### src/design/hcci_div_pipe.sv
// ----------------------------------------------------------------------------
// hcci_div_pipe
// Pipelined restoring divider, one quotient bit per register stage.
// ----------------------------------------------------------------------------
module hcci_div_pipe #(
  parameter int NUM_W = 30,
  parameter int DEN_W = 22,
  parameter int Q_W   = 10
) (
  input  logic             clk,
  input  logic             rst_n,
  input  logic             in_vld,
  input  logic [NUM_W-1:0] in_num,
  input  logic [DEN_W-1:0] in_den,
  output logic             out_vld,
  output logic [Q_W-1:0]   out_quo,
  output logic [NUM_W-1:0] out_rem
);

  // trial subtrahend needs room for the divisor shifted by the top quotient bit
  localparam int CW = (NUM_W > DEN_W + Q_W) ? NUM_W : DEN_W + Q_W;

  logic             vld_r [Q_W];
  logic [NUM_W-1:0] rem_r [Q_W];
  logic [Q_W-1:0]   quo_r [Q_W];
  logic [DEN_W-1:0] den_r [Q_W];

  genvar s;
  generate
    for (s = 0; s < Q_W; s++) begin : g_stage
      logic             vld_prev;
      logic [NUM_W-1:0] rem_prev;
      logic [Q_W-1:0]   quo_prev;
      logic [DEN_W-1:0] den_prev;
      logic [CW-1:0]    trial;
      logic             fits;
      logic [NUM_W-1:0] rem_nxt;
      logic [Q_W-1:0]   quo_nxt;

      if (s == 0) begin : g_head
        assign vld_prev = in_vld;
        assign rem_prev = in_num;
        assign quo_prev = '0;
        assign den_prev = in_den;
      end else begin : g_body
        assign vld_prev = vld_r[s-1];
        assign rem_prev = rem_r[s-1];
        assign quo_prev = quo_r[s-1];
        assign den_prev = den_r[s-1];
      end

      // one restoring step: subtract the shifted divisor if it fits
      always_comb begin
        trial   = CW'(den_prev) << (Q_W - 1 - s);
        fits    = CW'(rem_prev) >= trial;
        rem_nxt = fits ? NUM_W'(CW'(rem_prev) - trial) : rem_prev;
        quo_nxt = quo_prev;
        quo_nxt[Q_W-1-s] = fits;
      end

      always_ff @(posedge clk) begin
        if (!rst_n) begin
          vld_r[s] <= 1'b0;
        end else begin
          vld_r[s] <= vld_prev;
        end
      end

      always_ff @(posedge clk) begin
        rem_r[s] <= rem_nxt;
        quo_r[s] <= quo_nxt;
        den_r[s] <= den_prev;
      end
    end
  endgenerate

  assign out_vld = vld_r[Q_W-1];
  assign out_quo = quo_r[Q_W-1];
  assign out_rem = rem_r[Q_W-1];

endmodule

### config.mk
export PLATFORM = sky130hd
export DESIGN_NAME = hcci_div_pipe
export DESIGN_NICKNAME = d
export VERILOG_FILES = /design/src/design/hcci_div_pipe.sv
export SDC_FILE = /design/constraint.sdc
export NUM_CORES = 1
export LEC_CHECK = 0
export ABC_AREA = 1
export BUFFER_PORTS_ARGS = -buffer_cell sky130_fd_sc_hd__buf_2
export CAP_MARGIN = 15
export CELL_PAD_IN_SITES_DETAIL_PLACEMENT = 1
export CELL_PAD_IN_SITES_GLOBAL_PLACEMENT = 2
export CORE_ASPECT_RATIO = 1.1
export CORE_UTILIZATION = 25
export DETAILED_ROUTE_END_ITERATION = 8
export HOLD_SLACK_MARGIN = 0.08
export PLACE_DENSITY_LB_ADDON = 0.05
export SLEW_MARGIN = 20
export SYNTH_ARGS = -nofsm -noshare
export SYNTH_HDL_FRONTEND = slang
export SYNTH_SLANG_ARGS = --single-unit
### constraint.sdc
create_clock -name clk -period 4.9 [get_ports clk]
set_input_delay 0.245 -clock clk [delete_from_list [all_inputs] [get_ports clk]]
set_output_delay 0.245 -clock clk [all_outputs]
set_load 0.03 [all_outputs]
==> results_dict.tcl <==
set metrics [dict create \
    finalClockSkew_ns 0.0237 \
    routed_wl_um 128000 \
    syn-cell-area_mm2 0.0325 \
    hp-class "input port to register" \
    die-area_mm2 0.131 \
    drcViolationCount 0 \
    synth.avg_cell_area_um2 6.47 \
    synth.area.mux_share 0 \
    syn_nets 5300 \
    async_reset_ff_frac 0 \
    ys_ff_latch 563 \
    htreeDepth 3 \
    vias_per_cell 4.29 \
    peakVddDrop_mv 0.264 \
    critPathLaunchType "register" \
    track_usage 0.195 \
    dp_cells 6750 \
    path_max_fanout 34 \
    synth_cell_types 44 \
    nNetsFinal 5483 \
    yosysSeqAreaShare 0.347 \
    synth_area_leaders "dfxtp_1 35%, nand2_1 22%, inv_1 11%" \
    cap_violations 0 \
    cts_root_buf "clkbuf_16" \
    cellPowerDensity_mw_per_mm2 670 \
    setup-violations-final 0 \
    clkSinkCount 563 \
    status "finished, final reports clean" \
    areaGrowthSynthToFinish_pct 16.3 \
    drt_iter0_drc 1200 \
    grt_max_degree 37 \
    clkLatencyLatePin_ns 0.67 \
    yosysWarnings 0 \
    synth_edf_count 0 \
    cts_tree "done" \
    synth_xor_xnor_area_share 0.0318 \
    cts_made_buffers 72 \
    crit_arrival_ns 3.64 \
    setup_ws_ns 1.80 \
    start_util 0.252 \
    tightest_slew_ns 0.916 \
    crit_type "register to register" \
    firstDrtPassIters 5 \
    holdWs_ns 0.245 \
    crit_path_end_kind "register" \
    rsz0062_at_grt "false" \
    syn_inst 5016 \
    drive_gt1_frac 0.0584 \
    final_common_cell "nand2_1" \
    tns_ns 0 \
    dp_hpwl_um 109000 \
    p_leak_uw 0.0203 \
    nFillCells 16242 \
    dp_worst_setup_slack_ns 1.76 \
    min_period_over_period 0.632 \
    core_mm2 0.129 \
    slew_violations 0 \
    min_period_ns 3.10 \
    synth-main-ff-cell "dfxtp_1" \
    yosys.area.top_type "dfxtp_1" \
    io_buffers 95 \
    clock_tree.buffer_depth 3 \
    layout_common_cells "1,935 x nand2_1, 963 x inv_1, 563 x dfxtp_1" \
    hold_violations 0 \
    dieWidth_um 346 \
    cts_resized 0 \
    ioPinCount 96 \
    grt_pass1_wl_um 193000 \
    synth_fa_ha_area_frac 0.0906 \
    antenna_found_initial 6 \
    path_clk_slew_ns 0.06 \
    ant_nets 0 \
    required_ns 5.44 \
    grt_overflow_total 0 \
    yosys.area_share.simple 0.351 \
    final_cell_count_no_fill 6937 \
    synth-compound-area-share 0.0555 \
    place_congestion 0.802 \
    synth_top_area_frac 0.347 \
    relSlewSlack 0.388 \
    grt_pass1_vias 31210 \
    rows 138 \
    fin_area_mm2 0.0378 \
    die_h_um 380 \
    vias 29736 \
    placed_area_mm2 0.0347 \
    synth_top_family_by_area "simple AND/OR/NAND/NOR gates" \
    fmax_ghz 0.323 \
    wl_per_cell_um 18.5 \
]
[flip-flops by register name, indices dropped and copies added, names as in the netlist]
name,cells
vld_r,10
rem_r,300
quo_r,55
den_r,198
[timing repair]
item	4_1_cts	5_1_grt
endpoints found under the hold margin	62	0
buffers inserted	0	0
hold buffers	55	0
[area by class of cell]
class | count | area [um2] | share of cell area
well taps | 1680 | 2100 | 0.0557
clock buffers | 96 | 2020 | 0.0536
clock inverters | 34 | 448 | 0.0119
repair buffers | 155 | 1060 | 0.0282
multi-input cells | 3428 | 17200 | 0.455
inverters | 979 | 3680 | 0.0975
flip-flops and latches | 563 | 11300 | 0.298
diodes | 2 | 5.00 | 0.000133
[through the flow]
stage | power [uW] | utilization
6_report | 25300 | 0.294
5_1_grt | 27700 | 0.293
4_1_cts | 25900 | 0.293
3_5_place_dp | 20100 | 0.270
3_3_place_gp | 20100 | 0.270
2_1_floorplan | 15600 | -
[critical path: stages, from the launching register on]
cell     delay [ns]
dfxtp_1        0.30
inv_1          0.07
ha_1           0.14
inv_1          0.07
fa_1           0.43
nand2_1        0.10
nand2_1        0.13
nand2_1        0.09
nand2_1        0.11
nand2_1        0.34
nand4_2        0.76
nand3_1        0.33
nand2_1        0.10
[routing by layer]
layer	vias up	share of wire	track usage
li1	15633	-	-
met1	13747	0.46	0.242
met2	256	0.51	0.358
met3	100	0.020	0.0181
met4	0	0.017	0.0462
met5	-	0	0
[cell usage after synthesis, types with 5 or more instances]
library cell	instances
buf_6	12
nand3_1	277
xor2_1	75
nand4_1	77
nand2_1	1935
dfxtp_1	563
inv_1	963
buf_4	17
nor3_1	37
nand3_2	5
nor2_2	16
clkbuf_1	5
o211ai_1	5
nand2_2	7
buf_2	11
a21oi_2	29
nor2_1	324
a21oi_1	161
fa_1	10
o21ai_0	57
nand3b_1	51
o21bai_1	24
o21ai_1	37
xnor2_1	43
ha_1	219
and2_1	13
inv_2	13
[where the power goes]
group          internal (uW)  total (uW)  leakage (uW)  switching [uW]
Clock                   3350        5570       0.00121            2220
Combinational           4090       12600        0.0144            8500
Sequential              5950        7130       0.00474            1180
[worst paths after layout]
| kind | slack [ns] | end | startpoint | depth (start not counted) |
|---|---|---|---|---|
| max | 1.80 | rem_r[1][27] | rem_r[0][8] | 12 |
| min reg2reg | 0.32 | quo_r[8][7] | quo_r[7][7] | 0 |
| min | 0.25 | den_r[0][18] | in_den[18] | 2 |
| max reg2reg | 1.80 | rem_r[1][27] | rem_r[0][8] | 12 |
[logic make-up (layout without fill, tap and decap cells)]
kind of cell    after synthesis  count (layout)
buf+inv                    1025            1264
fa+ha+maj                   229             229
simple gates               2761            2761
xor+xnor                    118             118
flops                       563             563
other cells                   0               2
compound gates              320             320
Note: power is estimated with default switching activity, not from simulation.
